--- src/design/ic2p_pkg.sv ---
// Shared types, character codes and decode functions for the infix-to-postfix converter.
package ic2p_pkg;

    localparam int STACK_DEPTH = 3;
    localparam int CNT_W       = 2;
    localparam logic [CNT_W-1:0] STACK_FULL_CNT = CNT_W'(STACK_DEPTH);

    localparam int QUEUE_DEPTH = 2;
    localparam int QPTR_W      = 1;
    localparam int QCNT_W      = 2;
    localparam logic [QCNT_W-1:0] QUEUE_FULL_CNT = QCNT_W'(QUEUE_DEPTH);

    localparam logic [7:0] CH_PLUS  = 8'h2B;
    localparam logic [7:0] CH_MINUS = 8'h2D;
    localparam logic [7:0] CH_STAR  = 8'h2A;
    localparam logic [7:0] CH_SLASH = 8'h2F;
    localparam logic [7:0] CH_CARET = 8'h5E;
    localparam logic [7:0] CH_UP_A  = 8'h41;
    localparam logic [7:0] CH_UP_Z  = 8'h5A;
    localparam logic [7:0] CH_LO_A  = 8'h61;
    localparam logic [7:0] CH_LO_Z  = 8'h7A;
    localparam logic [7:0] CH_NUL   = 8'h00;

    localparam logic [1:0] LVL_NONE = 2'd0;
    localparam logic [1:0] LVL_ADD  = 2'd1;
    localparam logic [1:0] LVL_MUL  = 2'd2;
    localparam logic [1:0] LVL_POW  = 2'd3;

    typedef enum logic [1:0] {
        KIND_DROP,
        KIND_LETTER,
        KIND_OP
    } t_kind;

    typedef struct packed {
        t_kind      kind;
        logic [1:0] level;
        logic [7:0] ch;
        logic       last;
    } t_token;

    typedef enum logic [1:0] {
        ST_IDLE,
        ST_RUN,
        ST_FLUSH
    } t_state;

    function automatic logic [1:0] op_level(input logic [7:0] c);
        logic [1:0] lvl;
        unique case (c)
            CH_CARET:           lvl = LVL_POW;
            CH_STAR, CH_SLASH:  lvl = LVL_MUL;
            CH_PLUS, CH_MINUS:  lvl = LVL_ADD;
            default:            lvl = LVL_NONE;
        endcase
        return lvl;
    endfunction

    function automatic logic is_letter(input logic [7:0] c);
        return ((c >= CH_UP_A) && (c <= CH_UP_Z)) || ((c >= CH_LO_A) && (c <= CH_LO_Z));
    endfunction

endpackage

--- src/design/ic2p_front.sv ---
// Front end: classify incoming characters and hold them in a short token queue.
module ic2p_front (
    input  logic                 i_clk,
    input  logic                 i_rst_n,
    input  logic                 i_push,
    output logic                 o_full,
    input  logic [7:0]           i_in_char,
    input  logic                 i_end_of_input,
    output logic                 o_tok_valid,
    output ic2p_pkg::t_token     o_tok,
    input  logic                 i_tok_take
);

    ic2p_pkg::t_token                 r_q [0:ic2p_pkg::QUEUE_DEPTH-1];
    logic [ic2p_pkg::QPTR_W-1:0]      r_wr;
    logic [ic2p_pkg::QPTR_W-1:0]      r_rd;
    logic [ic2p_pkg::QCNT_W-1:0]      r_qcnt;
    logic [ic2p_pkg::QCNT_W-1:0]      n_qcnt;
    ic2p_pkg::t_token                 in_tok;
    logic [1:0]                       in_lvl;
    logic                             wr_en;
    logic                             rd_en;

    always_comb begin
        in_lvl      = ic2p_pkg::op_level(i_in_char);
        in_tok.ch   = i_in_char;
        in_tok.last = i_end_of_input;
        in_tok.level = in_lvl;
        if (ic2p_pkg::is_letter(i_in_char)) begin
            in_tok.kind = ic2p_pkg::KIND_LETTER;
        end else if (in_lvl != ic2p_pkg::LVL_NONE) begin
            in_tok.kind = ic2p_pkg::KIND_OP;
        end else begin
            in_tok.kind = ic2p_pkg::KIND_DROP;
        end
    end

    assign o_full      = (r_qcnt == ic2p_pkg::QUEUE_FULL_CNT);
    assign o_tok_valid = (r_qcnt != '0);
    assign o_tok       = r_q[r_rd];
    assign wr_en       = i_push && !o_full;
    assign rd_en       = i_tok_take && o_tok_valid;

    always_comb begin
        n_qcnt = r_qcnt;
        if (wr_en && !rd_en) begin
            n_qcnt = r_qcnt + 1'b1;
        end else if (rd_en && !wr_en) begin
            n_qcnt = r_qcnt - 1'b1;
        end
    end

    always_ff @(posedge i_clk) begin
        if (!i_rst_n) begin
            r_wr   <= '0;
            r_rd   <= '0;
            r_qcnt <= '0;
        end else begin
            r_qcnt <= n_qcnt;
            if (wr_en) begin
                r_wr <= r_wr + 1'b1;
            end
            if (rd_en) begin
                r_rd <= r_rd + 1'b1;
            end
        end
    end

    always_ff @(posedge i_clk) begin
        if (wr_en) begin
            r_q[r_wr] <= in_tok;
        end
    end

`ifndef ASSERT_OFF
    a_qcnt_bound: assert property (@(posedge i_clk) disable iff (!i_rst_n)
        r_qcnt <= ic2p_pkg::QUEUE_FULL_CNT)
        else $error("token queue count out of range");
    a_ptr_gap: assert property (@(posedge i_clk) disable iff (!i_rst_n)
        (r_qcnt == '0 || r_qcnt == ic2p_pkg::QUEUE_FULL_CNT) |-> (r_wr == r_rd))
        else $error("token queue pointers disagree with count");
    a_take_nonempty: assert property (@(posedge i_clk) disable iff (!i_rst_n)
        rd_en |=> (r_qcnt != ic2p_pkg::QUEUE_FULL_CNT) || $past(wr_en))
        else $error("token queue count did not drop after take");
`endif

endmodule

--- src/design/ic2p_back.sv ---
// Back end: operator stack sequencer and result register.
module ic2p_back (
    input  logic                 i_clk,
    input  logic                 i_rst_n,
    input  logic                 i_tok_valid,
    input  ic2p_pkg::t_token     i_tok,
    output logic                 o_tok_take,
    output logic                 o_empty,
    input  logic                 i_pop,
    output logic [7:0]           o_out_char,
    output logic                 o_char_valid,
    output logic                 o_end_of_expression,
    output logic                 o_last_of_run
);

    ic2p_pkg::t_state             r_state;
    ic2p_pkg::t_state             n_state;
    ic2p_pkg::t_token             r_tok;
    logic [7:0]                   r_stack [0:ic2p_pkg::STACK_DEPTH-1];
    logic [ic2p_pkg::CNT_W-1:0]   r_cnt;
    logic                         r_ov;
    logic [7:0]                   r_out_char;
    logic                         r_cv;
    logic                         r_eoe;
    logic                         r_lor;

    logic [ic2p_pkg::CNT_W-1:0]   top_idx;
    logic [7:0]                   top_ch;
    logic                         top_ge;
    logic [7:0]                   sec_ch;
    logic                         sec_ge;
    logic                         stk_empty;
    logic                         out_ready;
    logic                         act_emit;
    logic                         act_pop;
    logic                         act_push;
    logic [7:0]                   em_char;
    logic                         em_cv;
    logic                         em_eoe;
    logic                         em_lor;

    always_comb begin
        top_idx   = r_cnt - 1'b1;
        stk_empty = (r_cnt == '0);
        top_ch    = stk_empty ? ic2p_pkg::CH_NUL : r_stack[top_idx];
        top_ge    = !stk_empty && (ic2p_pkg::op_level(top_ch) >= r_tok.level);
        // entry below the top decides whether the current pop ends the run
        sec_ch    = (r_cnt >= 2'd2) ? r_stack[r_cnt - 2'd2] : ic2p_pkg::CH_NUL;
        sec_ge    = (r_cnt >= 2'd2) && (ic2p_pkg::op_level(sec_ch) >= r_tok.level);
        out_ready = !r_ov || i_pop;
    end

    // next state
    always_comb begin
        n_state = r_state;
        unique case (r_state)
            ic2p_pkg::ST_IDLE: begin
                if (i_tok_valid) begin
                    n_state = ic2p_pkg::ST_RUN;
                end
            end
            ic2p_pkg::ST_RUN: begin
                case (r_tok.kind)
                    ic2p_pkg::KIND_LETTER: begin
                        if (out_ready) begin
                            n_state = (r_tok.last && !stk_empty) ? ic2p_pkg::ST_FLUSH
                                                                 : ic2p_pkg::ST_IDLE;
                        end
                    end
                    ic2p_pkg::KIND_OP: begin
                        if (!top_ge) begin
                            n_state = r_tok.last ? ic2p_pkg::ST_FLUSH : ic2p_pkg::ST_IDLE;
                        end
                    end
                    default: begin
                        if (!r_tok.last) begin
                            n_state = ic2p_pkg::ST_IDLE;
                        end else if (!stk_empty) begin
                            n_state = ic2p_pkg::ST_FLUSH;
                        end else if (out_ready) begin
                            n_state = ic2p_pkg::ST_IDLE;
                        end
                    end
                endcase
            end
            ic2p_pkg::ST_FLUSH: begin
                if (out_ready && r_cnt == 2'd1) begin
                    n_state = ic2p_pkg::ST_IDLE;
                end
            end
            default: n_state = ic2p_pkg::ST_IDLE;
        endcase
    end

    // actions and result fields
    always_comb begin
        o_tok_take = 1'b0;
        act_emit   = 1'b0;
        act_pop    = 1'b0;
        act_push   = 1'b0;
        em_char    = ic2p_pkg::CH_NUL;
        em_cv      = 1'b0;
        em_eoe     = 1'b0;
        em_lor     = 1'b0;
        unique case (r_state)
            ic2p_pkg::ST_IDLE: begin
                o_tok_take = i_tok_valid;
            end
            ic2p_pkg::ST_RUN: begin
                case (r_tok.kind)
                    ic2p_pkg::KIND_LETTER: begin
                        act_emit = out_ready;
                        em_char  = r_tok.ch;
                        em_cv    = 1'b1;
                        em_eoe   = r_tok.last && stk_empty;
                        em_lor   = !r_tok.last || stk_empty;
                    end
                    ic2p_pkg::KIND_OP: begin
                        if (top_ge) begin
                            // pop one stacked operator; the push still follows
                            act_emit = out_ready;
                            act_pop  = out_ready;
                            em_char  = top_ch;
                            em_cv    = 1'b1;
                            em_lor   = !r_tok.last && !sec_ge;
                        end else begin
                            act_push = 1'b1;
                        end
                    end
                    default: begin
                        if (r_tok.last && stk_empty) begin
                            act_emit = out_ready;
                            em_eoe   = 1'b1;
                            em_lor   = 1'b1;
                        end
                    end
                endcase
            end
            ic2p_pkg::ST_FLUSH: begin
                act_emit = out_ready;
                act_pop  = out_ready;
                em_char  = top_ch;
                em_cv    = 1'b1;
                em_eoe   = (r_cnt == 2'd1);
                em_lor   = (r_cnt == 2'd1);
            end
            default: begin
                act_emit = 1'b0;
            end
        endcase
    end

    always_ff @(posedge i_clk) begin
        if (!i_rst_n) begin
            r_state <= ic2p_pkg::ST_IDLE;
            r_cnt   <= '0;
            r_ov    <= 1'b0;
        end else begin
            r_state <= n_state;
            if (act_pop) begin
                r_cnt <= r_cnt - 1'b1;
            end else if (act_push && r_cnt != ic2p_pkg::STACK_FULL_CNT) begin
                r_cnt <= r_cnt + 1'b1;
            end
            if (act_emit) begin
                r_ov <= 1'b1;
            end else if (i_pop) begin
                r_ov <= 1'b0;
            end
        end
    end

    always_ff @(posedge i_clk) begin
        if (o_tok_take) begin
            r_tok <= i_tok;
        end
        if (act_push && r_cnt != ic2p_pkg::STACK_FULL_CNT) begin
            r_stack[r_cnt] <= r_tok.ch;
        end
        if (act_emit) begin
            r_out_char <= em_char;
            r_cv       <= em_cv;
            r_eoe      <= em_eoe;
            r_lor      <= em_lor;
        end
    end

    assign o_empty             = !r_ov;
    assign o_out_char          = r_out_char;
    assign o_char_valid        = r_cv;
    assign o_end_of_expression = r_eoe;
    assign o_last_of_run       = r_lor;

`ifndef ASSERT_OFF
    a_cnt_bound: assert property (@(posedge i_clk) disable iff (!i_rst_n)
        r_cnt <= ic2p_pkg::STACK_FULL_CNT)
        else $error("operator stack overflow");
    a_emit_room: assert property (@(posedge i_clk) disable iff (!i_rst_n)
        act_emit |-> (!r_ov || i_pop))
        else $error("result written over an unread result");
    a_flush_nonempty: assert property (@(posedge i_clk) disable iff (!i_rst_n)
        (r_state == ic2p_pkg::ST_FLUSH) |-> !stk_empty)
        else $error("flush with empty stack");
    a_end_clears: assert property (@(posedge i_clk) disable iff (!i_rst_n)
        (act_emit && em_eoe) |=> (r_cnt == '0 && r_state == ic2p_pkg::ST_IDLE))
        else $error("stack not empty after end of expression");
    a_push_not_full: assert property (@(posedge i_clk) disable iff (!i_rst_n)
        act_push |-> (r_cnt != ic2p_pkg::STACK_FULL_CNT))
        else $error("push onto a full stack");
`endif

endmodule

--- src/design/infix_to_postfix_converter.sv ---
// A request is queued, loaded into the token register, then written to the result register.
// The back end loads a new request only after it has finished the last one, pops included.
// A request that emits nothing and is not the end of input still occupies the back end.
// The classify queue holds 2 requests and the back end loads one more while a result waits.
// Reset (synchronous, active low) empties the queue, the operator stack and the result register.
module infix_to_postfix_converter (
    input  logic       i_clk,
    input  logic       i_rst_n,
    input  logic       i_push,
    output logic       o_full,
    input  logic [7:0] i_in_char,
    input  logic       i_end_of_input,
    output logic       o_empty,
    input  logic       i_pop,
    output logic [7:0] o_out_char,
    output logic       o_char_valid,
    output logic       o_end_of_expression,
    output logic       o_last_of_run
);

    logic              tok_valid;
    logic              tok_take;
    ic2p_pkg::t_token  tok;

    ic2p_front u_front (
        .i_clk          (i_clk),
        .i_rst_n        (i_rst_n),
        .i_push         (i_push),
        .o_full         (o_full),
        .i_in_char      (i_in_char),
        .i_end_of_input (i_end_of_input),
        .o_tok_valid    (tok_valid),
        .o_tok          (tok),
        .i_tok_take     (tok_take)
    );

    ic2p_back u_back (
        .i_clk               (i_clk),
        .i_rst_n             (i_rst_n),
        .i_tok_valid         (tok_valid),
        .i_tok               (tok),
        .o_tok_take          (tok_take),
        .o_empty             (o_empty),
        .i_pop               (i_pop),
        .o_out_char          (o_out_char),
        .o_char_valid        (o_char_valid),
        .o_end_of_expression (o_end_of_expression),
        .o_last_of_run       (o_last_of_run)
    );

endmodule
--- config.mk ---
export PLATFORM = sky130hd
export DESIGN_NAME = infix_to_postfix_converter
export DESIGN_NICKNAME = d
export VERILOG_FILES = /design/src/design/ic2p_pkg.sv /design/src/design/ic2p_front.sv /design/src/design/ic2p_back.sv /design/src/design/infix_to_postfix_converter.sv
export SDC_FILE = /design/constraint.sdc
export NUM_CORES = 1
export LEC_CHECK = 0
export BUFFER_PORTS_ARGS = -buffer_cell sky130_fd_sc_hd__clkbuf_2
export CORE_MARGIN = 2
export CORE_UTILIZATION = 25
export CTS_BUF_LIST = sky130_fd_sc_hd__clkbuf_16
export CTS_CLUSTER_SIZE = 14
export DETAILED_ROUTE_END_ITERATION = 8
export GPL_ROUTABILITY_DRIVEN = 0
export GPL_TIMING_DRIVEN = 0
export PLACE_DENSITY = 0.39
export SYNTH_ARGS = -nofsm -noshare
export SYNTH_HDL_FRONTEND = slang
export SYNTH_SLANG_ARGS = --single-unit
--- constraint.sdc ---
create_clock -name i_clk -period 4.1 [get_ports i_clk]
set_input_delay 0.205 -clock i_clk [delete_from_list [all_inputs] [get_ports i_clk]]
set_output_delay 0.205 -clock i_clk [all_outputs]
set_load 0.02 [all_outputs]
# Word-level counts from Yosys, hierarchy flattened
# Memory sizes are Yosys's and may differ from the RTL's. A register that Yosys moved wholly into a read port is not among the register bits.
# Index checks and enable logic that the tools add are counted.
[word_totals] register_bits=20 elab_cells=140 mem_bits_rw=50 input_bits=13 mem_count=2
[classes] order_cmp=7 n_mux=50 add_sub_neg=7 n_reduce_logical=37 n_eq_ne=27
[memory_table] name="u_front.r_q" words=2 width=13 rd=1 rd_clocked_by_memory_dff=1 wr=1 line_no="ic2p_front.sv:14" text="ic2p_pkg::t_token r_q [0:ic2p_pkg::QUEUE_DEPTH-1];"
[memory_table] name="u_back.r_stack" words=3 width=8 rd=2 rd_clocked_by_memory_dff=0 wr=1 line_no="ic2p_back.sv:19" text="logic [7:0] r_stack [0:ic2p_pkg::STACK_DEPTH-1];"
[op_table] operator="$eq 8x6->1 const B" count=12
[op_table] operator="$pmux 8 s2" count=2
[op_table] operator="$mux 2" count=15
[op_table] operator="$eq 8x7->1 const B" count=3
[op_table] operator="$mux 8" count=3
[op_table] operator="$pmux 2 s3" count=4
[op_table] operator="$pmux 1 s2" count=9
[op_table] operator="$ge 8x7->1 const B" count=2
[op_table] operator="$le 8x7->1 const B" count=2
[op_table] operator="$mux 1" count=16
[op_table] operator="$logic_and 1x1->1" count=13
[op_table] operator="$reduce_or 2->1" count=6
[op_table] operator="$reduce_bool 2->1" count=5
[op_table] operator="$logic_not 1->1" count=7
[op_table] operator="$eq 2x1->1 const B" count=3
[op_table] operator="$eq 2x2->1 const B" count=3
[op_table] operator="$ne 5x5->1 const B" count=1
[op_table] operator="$reduce_and 5->1" count=1
[op_table] operator="$add 2x1->2 const B" count=2
[op_table] operator="$ge 2x2->1" count=2
[op_table] operator="$logic_not 2->1" count=2
[op_table] operator="$ne 2x1->1 const B" count=2
[op_table] operator="$pmux 2 s2" count=1
[op_table] operator="$sub 2x1->2 const B" count=2
[op_table] operator="7 further kinds" count=10

# Longest topological paths before layout
# Gate-level depths: netlist (run 1).
# An unclocked memory read counts as a cell.
[logic_depth] ltp_word=14 mapped_depth=17 ltp_nobuf=13

# Modules after synthesis
# Synthesis (run 1) repeated with hierarchy kept, for this count alone.
[unflattened] hier_cells=322 area_unflattened_um2=4147.7
[modules_own_cells] module="ic2p_back" cells_per_inst=238 n_inst=1 area_per_inst_um2=2857.7
[modules_own_cells] module="ic2p_front" cells_per_inst=84 n_inst=1 area_per_inst_um2=1290.0

# Worst setup path after synthesis (run 1)
# Ideal clock, no wire load.
[synth_path] path_type="register to register" from="register u_back.r_cnt[0] (netlist bit)" to="register u_back.r_cv, in the netlist u_back.o_char_valid (enable)" stages_incl_launch_ff=18 synth_period_minus_slack_ps=3964 path_buffers=4 setup_time_ps=383 t_arrival_ps=3581 path_slack_ps=136 path_cell_list="dfxtp_1 -> buf_6 -> buf_8 -> inv_1 -> ha_1 -> buf_2 -> buf_2 -> nor2_1 -> a21oi_1 -> nand2_1 -> nor4_1 -> o21ai_1 -> ha_1 -> nand2b_1 -> a21oi_1 -> nor3_1 -> o31ai_1 -> a21oi_1"
[synth_via] elab_chain_cells=11
[synth_rtl] item="from (decl)" line_no="ic2p_back.sv:20" text="logic [ic2p_pkg::CNT_W-1:0] r_cnt;"
[synth_rtl] item="from (signal assigned)" line_no="ic2p_back.sv:161" text="r_cnt <= r_cnt - 1'b1;"
[synth_rtl] item="from (signal assigned)" line_no="ic2p_back.sv:163" text="r_cnt <= r_cnt + 1'b1;"
[synth_rtl] item="$sub 2x1->2" line_no="ic2p_back.sv:43" text="top_idx = r_cnt - 1'b1;"
[synth_rtl] item="$mem_v2 3x8"
[synth_rtl] item="$mux 8" line_no="ic2p_back.sv:45" text="top_ch = stk_empty ? ic2p_pkg::CH_NUL : r_stack[top_idx];"
[synth_rtl] item="$eq 8x6->1" line_no="ic2p_pkg.sv:50" text="unique case (c)"
[synth_rtl] item="$reduce_or 2->1" line_no="ic2p_pkg.sv:50"
[synth_rtl] item="$pmux 2 s3" line_no="ic2p_pkg.sv:50"
[synth_rtl] item="$ge 2x2->1" line_no="ic2p_back.sv:46" text="top_ge = !stk_empty && (ic2p_pkg::op_level(top_ch) >= r_tok.level);"
[synth_rtl] item="$logic_and 1x1->1" line_no="ic2p_back.sv:46"
[synth_rtl] item="$mux 1" line_no="ic2p_back.sv:119" text="if (top_ge) begin"
[synth_rtl] item="$pmux 1 s2 *" line_no="ic2p_back.sv:110" text="case (r_tok.kind)"
[synth_rtl] item="$pmux 1 s2 *" line_no="ic2p_back.sv:105" text="unique case (r_state)"
[synth_rtl] item="net u_back.act_emit" line_no="ic2p_back.sv:34" text="logic act_emit;"
[synth_rtl] item="to (signal assigned)" line_no="ic2p_back.sv:182" text="r_cv <= em_cv;"
[synth_rtl] item="to (decl)" line_no="ic2p_back.sv:23" text="logic r_cv;"
# Mark *: on every way through the listed nets, which the timed path passes. The rest lies on a longest branch.
# A chain may end at the register's enable or synchronous reset.

# Worst setup path after layout (run 1)
[layout_path] from="register u_back.r_cnt[0] (netlist bit)" to="register u_back.r_out_char[2], in the netlist u_back.o_out_char[2], data pin"
[layout_via] elab_chain_cells=11
[layout_rtl] item="$sub 2x1->2" line_no="ic2p_back.sv:43"
[layout_rtl] item="$mem_v2 3x8"
[layout_rtl] item="$mux 8" line_no="ic2p_back.sv:45"
[layout_rtl] item="$eq 8x6->1" line_no="ic2p_pkg.sv:50"
[layout_rtl] item="$reduce_or 2->1" line_no="ic2p_pkg.sv:50"
[layout_rtl] item="$pmux 2 s3" line_no="ic2p_pkg.sv:50"
[layout_rtl] item="$ge 2x2->1" line_no="ic2p_back.sv:46"
[layout_rtl] item="$logic_and 1x1->1" line_no="ic2p_back.sv:46"
[layout_rtl] item="$mux 8" line_no="ic2p_back.sv:119"
[layout_rtl] item="$pmux 8 s2" line_no="ic2p_back.sv:110"
[layout_rtl] item="$pmux 8 s2 *" line_no="ic2p_back.sv:105"
[layout_rtl] item="net u_back.em_char[2]" line_no="ic2p_back.sv:37" text="logic [7:0] em_char;"
[layout_rtl] item="to (signal assigned)" line_no="ic2p_back.sv:181" text="r_out_char <= em_char;"
[layout_rtl] item="to (decl)" line_no="ic2p_back.sv:22" text="logic [7:0] r_out_char;"
# Marked as above.

==> run summary, run 1 <==
=================================================================================
Status .............................................................    completed
Total Negative Setup Slacks ........................................         0 ns
Cell family with most CP delay ..................................... simple AND/OR/NAND/NOR gates
Final antenna diode count ..........................................            0
Total count of hold-check failures in the final report .............            0
Total core area ....................................................    15900 um2
Clock Root Buffer ..................................................    clkbuf_16
Number of design rule violations left after detail routing .........            0
Post-detailed-placement half-perimeter wirelength ..................      6160 um
Port buffer count ..................................................           25
Async S/R FF share, synth ..........................................           0%
Clock slew seen by the registers of the worst setup and hold paths .      0.06 ns
Kind of launch point of the worst setup path .......................         flop
Worst-Skew Late Latency ............................................      0.34 ns
Fraction of final layout cells sized beyond drive strength 1 .......        21.6%
Area growth from synthesis to final layout .........................        20.5%
Slowest CP cell ....................................................       or4b_1
Vias in the first global route .....................................         2537
Number of unique standard cell types used by synthesis .............           57
Synthesized netlist net count ......................................          334
Largest incremental delay on the critical path .....................      0.58 ns
Post-synth top flop ................................................     edfxtp_1
Peak ir drop on the vdd network ....................................   0.000209 V
Worst slew margin relative to its limit ............................        17.3%
Worst Path Max Fanout ..............................................           10
Height of the die ..................................................       132 um
Final count of pins violating max slew .............................            0
Highest Clock Rate .................................................      262 MHz
Buffer levels on the longest clock path ............................            2
Leading cell type in the layout, fill and taps excluded ............     edfxtp_1
Die X-Extent .......................................................       132 um
Min cycle time layout ..............................................      3.82 ns
Mean instance size in the synthesized netlist ......................     13.2 um2
Number of antenna violations at the first check in global routing ..            0
Vias post-DR .......................................................         2506
Deepest level of the CTS H-tree ....................................            3
RSZ-0062 raised after global routing ...............................        false
Iteration-0 DRC Markers ............................................          157
Worst-margin pin slew ..............................................      1.24 ns
Ports ..............................................................           26
Post-Syn Area ......................................................     4070 um2
P per Cell Area ....................................................   572 nW/um2
Number of clock sinks ..............................................           83
Number of instances in the synthesized netlist .....................          307
Total power ........................................................      2800 uW
Ordered cell list for the critical path ............................ buf_6 > buf_8 > inv_1 > ha_1 > clkbuf_4 > nor2_1 > a21oi_1 > or4b_1 > nor3_1 > o21ai_1 > ha_1 > nand2b_1 > a21oi_4 > buf_4 > o41ai_4 > buf_4 > a22o_1
Number of placement rows ...........................................           46
Fraction of the yosys area taken by sequential cells ...............        59.1%
Finish-stage setup viols ...........................................            0
Slack of the worst reg-to-reg path .................................      0.28 ns
Final antenna-violating net count ..................................            0
First-pass GRT wire length .........................................     14000 um
Routed len/inst ....................................................      15.2 um
Arrival time of the worst setup path ...............................      3.91 ns
Static Leakage .....................................................   0.00178 uW
Via density per instance ...........................................         4.38
Path type of the worst setup path ..................................   reg -> reg
Count of synthesis-stage warnings from yosys .......................            0
Worst hold margin ..................................................    0.0617 ns
Effective utilization at floorplan .................................        25.6%
Setup Skew .........................................................   0.00627 ns
Number of buffer and inverter stages on the critical path ..........            6
Number of enable-type register cells in the synthesized netlist ....           74
Data required, critical path .......................................      4.19 ns
Nets ...............................................................          378
Path category of the worst min-delay check .........................    in -> reg
Total of flip-flops plus latches after synthesis ...................           83
Quantity of hold-fixing buffers added after cts ....................            0
Most frequent cells in the layout .................................. edfxtp_1 (74), clkbuf_2 (25), nand2_1 (16), nor2_1 (16), inv_1 (15)
Overall Global Routing Usage .......................................        10.4%
Reported max-cap violation count ...................................            0
Die footprint ......................................................    17300 um2
Final wirelength ...................................................      8690 um
Number of buffers created by CTS ...................................            9
Crit path capture type .............................................         flop
Largest net degree at the start of global routing ..................           15
Clock tree from TritonCTS ..........................................          yes
Residual overflow from global routing ..............................            0
Part of the cycle the worst path needs .............................        93.1%
Drt pass-1 iters ...................................................            4
=================================================================================
sequential cells by signal (all words and copies together), names as in the netlist:
name and cells:
u_front.r_rd 1, u_back.o_last_of_run 1, u_back.r_cnt 2, u_front.r_q 26, u_back.o_end_of_expression 1, u_front.r_qcnt 2
u_front.r_wr 1, u_back.r_ov 1, u_back.o_char_valid 1, u_back.r_stack 24, u_back.o_out_char 8, u_back.r_tok 13
u_back.r_state 2
power by group:
part           total [uW]  internal [uW]  switching (uW)
clock network         810            470             340
logic                 749            304             445
registers            1240           1140             102
worst reg2reg max path, stage by stage (launching register included):
cell and delay (ns):
dfxtp_2 0.36, buf_6 0.13, buf_8 0.15, inv_1 0.09, ha_1 0.28, clkbuf_4 0.18
nor2_1 0.11, a21oi_1 0.08, or4b_1 0.58, nor3_1 0.19, o21ai_1 0.10, ha_1 0.30
nand2b_1 0.17, a21oi_4 0.19, buf_4 0.18, o41ai_4 0.06, buf_4 0.18, a22o_1 0.24
routing by layer:
metal	up-vias	routed length, um	part of all wire [%]	track usage, %
met5	-	0	0	0
met3	11	233	2.7	1.93
met1	1203	4270	49	13.8
li1	1253	-	-	-
met4	0	167	1.9	4.89
met2	39	4020	46	16.4
logic make-up after synthesis:
kind of cell,count (synthesis),share of synthesized area (%)
flip-flops,83,59.1
AND/OR/NAND/NOR,74,10.0
buffers and inverters,28,3.32
AO/OA/AOI/OAI,66,11.4
multiplexers,34,10.1
adder cells (fa/ha/maj),14,4.31
XOR/XNOR,8,1.72
cell type report:
class                           instances  area [um2]
Buffer                                 12        80.1
Tap cell                              216         270
Clock inverter                          7        67.6
Timing Repair Buffer                   33         198
Multi-Input combinational cell        196        1600
Sequential cell                        83        2400
Fill cell                            1635       11000
Inverter                               16        60.1
Clock buffer                            9         225
metrics by stage:
stage	std cells	setup slack (ns)	utilization [%]	instance area [um2]
floorplan	307	0.136	-	4070
global placement	548	-0.798	28.1	4460
detailed placement	548	-0.800	28.1	4460
CTS	567	0.0650	30.5	4840
global route	572	0.0370	30.9	4900
finish	572	0.283	30.9	4900
synthesized netlist by cell type (3+ instances only):
cell,n,area (um2)
clkbuf_1,5,18.8
ha_1,14,175
mux2i_1,13,130
a31oi_1,4,25.0
edfxtp_1,74,2220
o21ai_1,8,40.0
a22o_1,7,61.3
nor2_1,16,60.1
buf_2,3,15.0
xnor2_1,6,52.6
o21ai_0,6,30.0
nor4_1,3,18.8
mux2_2,4,45.0
o211a_1,3,30.0
nor2b_1,4,25.0
inv_1,15,56.3
nand2b_1,8,50.1
a21boi_1,3,22.5
mux2_4,3,45.0
and2_1,7,43.8
a21oi_1,14,70.1
a21o_1,3,22.5
mux2i_4,3,67.6
dfxtp_1,9,180
mux2_1,11,124
nand2_1,16,60.1
timing repair:
item                       4_1_cts  5_1_grt
resized for setup               10        7
setup endpoints to repair       42       41
setup buffers                    3        5
pin swaps                        3        2
final timing paths:
check,start,endpoint,cells after the start
setup / recovery,u_back.r_cnt[0]$_SDFFE_PN0P_,u_back.o_out_char[2]$_DFFE_PP_,17
hold reg to reg,u_back.r_state[1]$_SDFFE_PN0P_,u_back.r_state[1]$_SDFFE_PN0P_,2
setup reg to reg,u_back.r_cnt[0]$_SDFFE_PN0P_,u_back.o_out_char[2]$_DFFE_PP_,17
hold / removal,i_end_of_input,u_front.r_q[1][0]$_DFFE_PP_,1
Power figures use the tool's default switching activity.
==> inputs of run 2 (changes only) <==
--- a/config.mk
+++ b/config.mk
@@ -5,6 +5,7 @@
 export SDC_FILE = /design/constraint.sdc
 export NUM_CORES = 1
 export LEC_CHECK = 0
+export ABC_AREA = 1
 export BUFFER_PORTS_ARGS = -buffer_cell sky130_fd_sc_hd__clkbuf_2
 export CORE_MARGIN = 2
 export CORE_UTILIZATION = 25
==> run summary, run 2 <==
=================================================================================
Residual overflow from global routing ..............................            0
Buffer levels on the longest clock path ............................            2
P per Cell Area ....................................................   621 nW/um2
Worst reg2reg path endpoint ........................................ u_back.r_stack[0][2]$_DFFE_PP_
Share of total power in combinational logic ........................        32.5%
Kind of launch point of the worst setup path .......................         flop
Via density per instance ...........................................         4.21
Top cell type's share of synthesized area ..........................        52.1%
Iteration-0 DRC Markers ............................................          190
Number of placement rows ...........................................           47
Worst reg2reg startpoint ........................................... u_back.r_cnt[0]$_SDFFE_PN0P_
Cell area after placement ..........................................     4670 um2
GR Layer Usage met1 ................................................        15.7%
Status .............................................................    completed
Clock Root Buffer ..................................................    clkbuf_16
Top-count cell post-synth ..........................................      nand2_1
Total core area ....................................................    16600 um2
R2r worst-path depth ...............................................           17
Data required, critical path .......................................      4.08 ns
Leading cell type in the layout, fill and taps excluded ............      nand2_1
Reported max-cap violation count ...................................            0
Final count of pins violating max slew .............................            0
Vias in the first global route .....................................         3015
Cell Int Power .....................................................      1920 uW
Worst Path Max Fanout ..............................................           11
Number of antenna violations at the first check in global routing ..            0
Number of instances in the synthesized netlist .....................          467
Number of enable-type register cells in the synthesized netlist ....           74
Cell area after layout .............................................     4980 um2
Cell count after placement .........................................          712
Crit path capture type .............................................         flop
Number of buffers created by CTS ...................................            9
Finish-stage setup viols ...........................................            0
Switching component of the power ...................................      1170 uW
Overall Global Routing Usage .......................................        11.8%
Final antenna-violating net count ..................................            0
Top cells by count, synth .......................................... nand2_1 (155), edfxtp_1 (74), inv_1 (51)
Path category of the worst min-delay check .........................    in -> reg
Vias post-DR .......................................................         3064
Highest Clock Rate .................................................      267 MHz
Die footprint ......................................................    18100 um2
Setup Skew .........................................................    0.0102 ns
Final wirelength ...................................................      9990 um
Final antenna diode count ..........................................            0
Number of design rule violations left after detail routing .........            0
Total count of hold-check failures in the final report .............            0
Max reg flops ......................................................           26
Mean instance size in the synthesized netlist ......................     9.14 um2
Static Leakage .....................................................   0.00199 uW
Min cycle time layout ..............................................      3.75 ns
Drt pass-1 iters ...................................................            6
Clock slew seen by the registers of the worst setup and hold paths .      0.06 ns
Async S/R FF share, synth ..........................................           0%
Count of synthesis-stage warnings from yosys .......................            0
Total power ........................................................      3090 uW
Net Sw Frac ........................................................        37.8%
Grt met3 use .......................................................        3.49%
Worst-Skew Late Latency ............................................      0.35 ns
Crit path from ..................................................... u_back.r_cnt[0]$_SDFFE_PN0P_
Synthesized netlist net count ......................................          494
Area growth from synthesis to final layout .........................        16.7%
Ranking of synthesized cells by area ............................... edfxtp_1 (52%), nand2_1 (14%), inv_1 (4.5%)
Routed len/inst ....................................................      13.7 um
Final Instance Count excl. Fillers .................................          728
Post-synth top flop ................................................     edfxtp_1
Slack of the worst reg-to-reg path .................................      0.35 ns
Total of flip-flops plus latches after synthesis ...................           83
Ports ..............................................................           26
Cell accounting for the most synthesized area ......................     edfxtp_1
Effective utilization at floorplan .................................        25.6%
Clock share of power ...............................................        25.2%
Nets ...............................................................          530
Port buffer count ..................................................           25
Fraction of the yosys area taken by sequential cells ...............        56.3%
Worst slew margin relative to its limit ............................        14.9%
Arrival time of the worst setup path ...............................      3.73 ns
CP Capture Point ................................................... u_back.r_stack[0][2]$_DFFE_PP_
Global routing met2 resource utilization ...........................        18.7%
Die X-Extent .......................................................       135 um
Post-detailed-placement half-perimeter wirelength ..................      7480 um
Clock tree from TritonCTS ..........................................          yes
Worst-margin pin slew ..............................................      1.27 ns
Fraction of final layout cells sized beyond drive strength 1 .......        15.9%
Post-place setup slack .............................................   0.00524 ns
Height of the die ..................................................       135 um
Post-Syn Area ......................................................     4270 um2
RSZ-0062 raised after global routing ...............................         true
Hold-critical path depth ...........................................            1
Top Usage Layer GRT ................................................         met2
Top Registers ...................................................... u_front.r_q (26), u_back.r_stack (24), u_back.r_tok (13)
Quantity of hold-fixing buffers added after cts ....................            0
Largest net degree at the start of global routing ..................           18
Worst setup margin .................................................     0.354 ns
Most frequent cells in the layout .................................. nand2_1 (155), edfxtp_1 (74), inv_1 (52)
First-pass GRT wire length .........................................     16100 um
Part of the cycle the worst path needs .............................        91.4%
Worst hold margin ..................................................    0.0556 ns
Number of unique standard cell types used by synthesis .............           33
Deepest level of the CTS H-tree ....................................            3
Number of clock sinks ..............................................           83
Peak ir drop on the vdd network ....................................   0.000292 V
Path type of the worst setup path ..................................   reg -> reg
Fraction of power consumed by sequential logic .....................        42.3%
Register bank with the most flops ..................................  u_front.r_q
=================================================================================
==> run 2: power groups by stage <==
stage          Sequential, uW  Clock, uW  Combinational (uW)
2_1_floorplan            1280          0                 713
3_3_place_gp             1330          0                 997
3_5_place_dp             1330          0                1000
4_1_cts                  1320        811                1010
5_1_grt                  1330        849                1150
6_report                 1310        780                1010
==> run 2: cells by family after synthesis <==
kind of cell | after synthesis | share of synthesized area (%)
AO/OA/AOI/OAI | 58 | 7.18
buffers and inverters | 64 | 6.92
flip-flops | 83 | 56.3
adder cells (fa/ha/maj) | 14 | 4.10
AND/OR/NAND/NOR | 248 | 25.5
==> run 2: layout make-up <==
cell class	instances	area, um2
tap	220	275
inverter	53	210
buffer	11	88.8
clock buffer	10	250
clock inverter	6	37.5
timing repair buffer	25	125
sequential	83	2400
multi-input combinational	320	1590
fill	1740	11700
==> run 2: repair_timing <==
action,in CTS,in global routing
resized for setup,1,6
cloned,0,0
setup endpoints to repair,8,35
buffers inserted,0,0
==> run 2: stage by stage <==
stage	setup TNS [ns]	util (%)
2_1_floorplan	0	-
3_3_place_gp	0	28.1
3_5_place_dp	0	28.1
4_1_cts	0	29.8
5_1_grt	-0.0207	29.9
6_report	0	29.9
==> run 2: worst max-delay path, stage by stage, from the launching register on <==
cell     delay, ns
dfxtp_1       0.38
buf_6         0.18
inv_8         0.06
buf_12        0.15
ha_1          0.29
inv_1         0.15
buf_2         0.24
nand3_1       0.18
nor2_1        0.20
nand2_1       0.10
nor2_1        0.11
a21oi_1       0.06
ha_1          0.30
nand2_1       0.06
nand3_1       0.16
nand2_1       0.10
nand2_1       0.20
nor2_2        0.46
==> run 2: per-layer routing <==
| layer | up-vias | part of all wire [%] |
|---|---|---|
| li1 | 1617 | - |
| met1 | 1404 | 50 |
| met2 | 35 | 46 |
| met3 | 8 | 2.5 |
| met4 | 0 | 1.3 |
| met5 | - | 0 |
==> run 2: worst min-delay path by stage <==
stage | from | endpoint | slack [ns]
finish | i_end_of_input | u_front.r_q[0][0]$_DFFE_PP_ | 0.06
global placement | i_end_of_input | u_front.r_q[0][0]$_DFFE_PP_ | 0.40
CTS | i_end_of_input | u_front.r_q[1][0]$_DFFE_PP_ | 0.04
global route | i_end_of_input | u_front.r_q[1][0]$_DFFE_PP_ | 0.04
detailed placement | i_end_of_input | u_front.r_q[0][0]$_DFFE_PP_ | 0.40
floorplan | i_end_of_input | u_front.r_q[0][0]$_DFFE_PP_ | 0.30
==> inputs of run 3 (changes only) <==
--- a/config.mk
+++ b/config.mk
@@ -14,6 +14,7 @@
 export DETAILED_ROUTE_END_ITERATION = 8
 export GPL_ROUTABILITY_DRIVEN = 0
 export GPL_TIMING_DRIVEN = 0
+export MAX_ROUTING_LAYER = met4
 export PLACE_DENSITY = 0.39
 export SYNTH_ARGS = -nofsm -noshare
 export SYNTH_HDL_FRONTEND = slang
==> run summary, run 3 (synthesis gave the netlist of run 2 again) <==
=================================================================================
Status .............................................................    completed
Total core area ....................................................    16600 um2
Cell seen most often among critical-path stages ....................      nand2_1
Worst Path Max Fanout ..............................................           11
Finish-stage setup viols ...........................................            0
Worst-Skew Late Latency ............................................      0.34 ns
P per Cell Area ....................................................   621 nW/um2
Setup Skew .........................................................   0.00992 ns
Data required, critical path .......................................      4.08 ns
Clock Root Buffer ..................................................    clkbuf_16
Number of design rule violations left after detail routing .........            0
Worst-margin pin slew ..............................................      1.27 ns
Quantity of gates resized following cts ............................            1
Overall Global Routing Usage .......................................        12.1%
Path type of the worst setup path ..................................   reg -> reg
Worst hold margin ..................................................    0.0593 ns
Final wirelength ...................................................      9970 um
Largest incremental delay on the critical path .....................      0.46 ns
Slowest CP cell ....................................................       nor2_2
Deepest level of the CTS H-tree ....................................            3
Largest net degree at the start of global routing ..................           18
Port buffer count ..................................................           25
Reported max-cap violation count ...................................            0
Nets ...............................................................          530
Total Negative Setup Slacks ........................................         0 ns
Area of the multi-input gates ......................................     1590 um2
Most frequent cells in the layout .................................. nand2_1 (155), edfxtp_1 (74), inv_1 (52)
Iteration-0 DRC Markers ............................................          194
Final antenna diode count ..........................................            0
Total count of hold-check failures in the final report .............            0
Area occupied by registers .........................................     2400 um2
Effective utilization at floorplan .................................        25.6%
Area growth from synthesis to final layout .........................        16.7%
Register bank with the most flops ..................................  u_front.r_q
Fraction of final layout cells sized beyond drive strength 1 .......        15.9%
Routed len/inst ....................................................      13.7 um
Buffer levels on the longest clock path ............................            2
Post-detailed-placement half-perimeter wirelength ..................      7480 um
Die X-Extent .......................................................       135 um
Vias in the first global route .....................................         3014
Post-CTS Setup Repair Bufs .........................................            0
Leading cell type in the layout, fill and taps excluded ............      nand2_1
Vias post-DR .......................................................         3080
GR Layer Usage met1 ................................................        15.7%
Final count of pins violating max slew .............................            0
Peak ir drop on the vdd network ....................................   0.000292 V
Via density per instance ...........................................         4.23
Top Usage Layer GRT ................................................         met2
Ports ..............................................................           26
Part of the cycle the worst path needs .............................        91.4%
Max reg flops ......................................................           26
Clock slew seen by the registers of the worst setup and hold paths .      0.06 ns
Residual overflow from global routing ..............................            0
Kind of launch point of the worst setup path .......................         flop
Grt met3 use .......................................................        3.49%
Arrival time of the worst setup path ...............................      3.72 ns
Number of clock sinks ..............................................           83
Drt pass-1 iters ...................................................            4
Crit path capture type .............................................         flop
Highest Clock Rate .................................................      267 MHz
Number of antenna violations at the first check in global routing ..            0
Global routing met2 resource utilization ...........................        18.7%
Filler Cell Count ..................................................         1740
Die footprint ......................................................    18100 um2
Number of placement rows ...........................................           47
Quantity of hold-fixing buffers added after cts ....................            0
Ordered cell list for the critical path ............................ buf_6 > inv_8 > buf_12 > ha_1 > inv_1 > buf_2 > nand3_1 > nor2_1 > nand2_1 > nor2_1 > a21oi_1 > ha_1 > nand2_1 > nand3_1 > nand2_1 > nand2_1 > nor2_2
Total power ........................................................      3090 uW
Worst setup margin .................................................     0.354 ns
Static Leakage .....................................................   0.00199 uW
Clock tree from TritonCTS ..........................................          yes
Core Util, Final ...................................................        29.9%
First-pass GRT wire length .........................................     16100 um
Post-place setup slack .............................................   0.00524 ns
Worst slew margin relative to its limit ............................        15.1%
Path category of the worst min-delay check .........................    in -> reg
Number of buffers created by CTS ...................................            9
Top Registers ...................................................... u_front.r_q (26), u_back.r_stack (24), u_back.r_tok (13)
Min cycle time layout ..............................................      3.75 ns
RSZ-0062 raised after global routing ...............................         true
Height of the die ..................................................       135 um
Final antenna-violating net count ..................................            0
=================================================================================
-- run 3: routing by layer --
metal  routed length, um  share of wire [%]
met5                   0                  0
met4                 146                1.5
met3                 277                2.8
met1                4960                 50
met2                4580                 46
-- run 3: per-stage QoR --
stage          cell area [um2]  instances
2_1_floorplan             4270        467
3_3_place_gp              4670        712
3_5_place_dp              4670        712
4_1_cts                   4960        728
5_1_grt                   4980        728
6_report                  4980        728
-- run 3: cell type report --
| cell class | instances | area share (%) |
|---|---|---|
| clock inverter | 6 | 0.754 |
| clock buffer | 10 | 5.02 |
| buffer | 11 | 1.78 |
| tap | 220 | 5.53 |
| inverter | 53 | 4.22 |
| sequential | 83 | 48.2 |
| multi-input combinational | 320 | 32.0 |
| timing repair buffer | 25 | 2.51 |
-- run 3: final timing paths --
kind                                                startpoint                              to  slack, ns  cells past startpoint
worst max-delay path              u_back.r_cnt[0]$_SDFFE_PN0P_  u_back.r_stack[0][2]$_DFFE_PP_       0.35                     17
worst min-delay path                            i_end_of_input     u_front.r_q[0][0]$_DFFE_PP_       0.06                      1
worst max register to register    u_back.r_cnt[0]$_SDFFE_PN0P_  u_back.r_stack[0][2]$_DFFE_PP_       0.35                     17
worst min register to register  u_back.r_state[0]$_SDFFE_PN0P_  u_back.r_state[0]$_SDFFE_PN0P_       0.49                      2
-- run 3: critical path: cells and delay by family (launching register included) --
kind | cells | cell delay (ns)
flip-flops | 1 | 0.38
AND/OR/NAND/NOR | 9 | 1.57
AO/OA/AOI/OAI | 1 | 0.06
adder cells (fa/ha/maj) | 2 | 0.59
buffers and inverters | 5 | 0.78
-- run 3: power breakdown --
part / internal, uW / switching, uW / total (uW)
combinational: 303 / 705 / 1010
clock: 448 / 329 / 777
sequential: 1170 / 133 / 1310
total: 1920 / 1170 / 3090
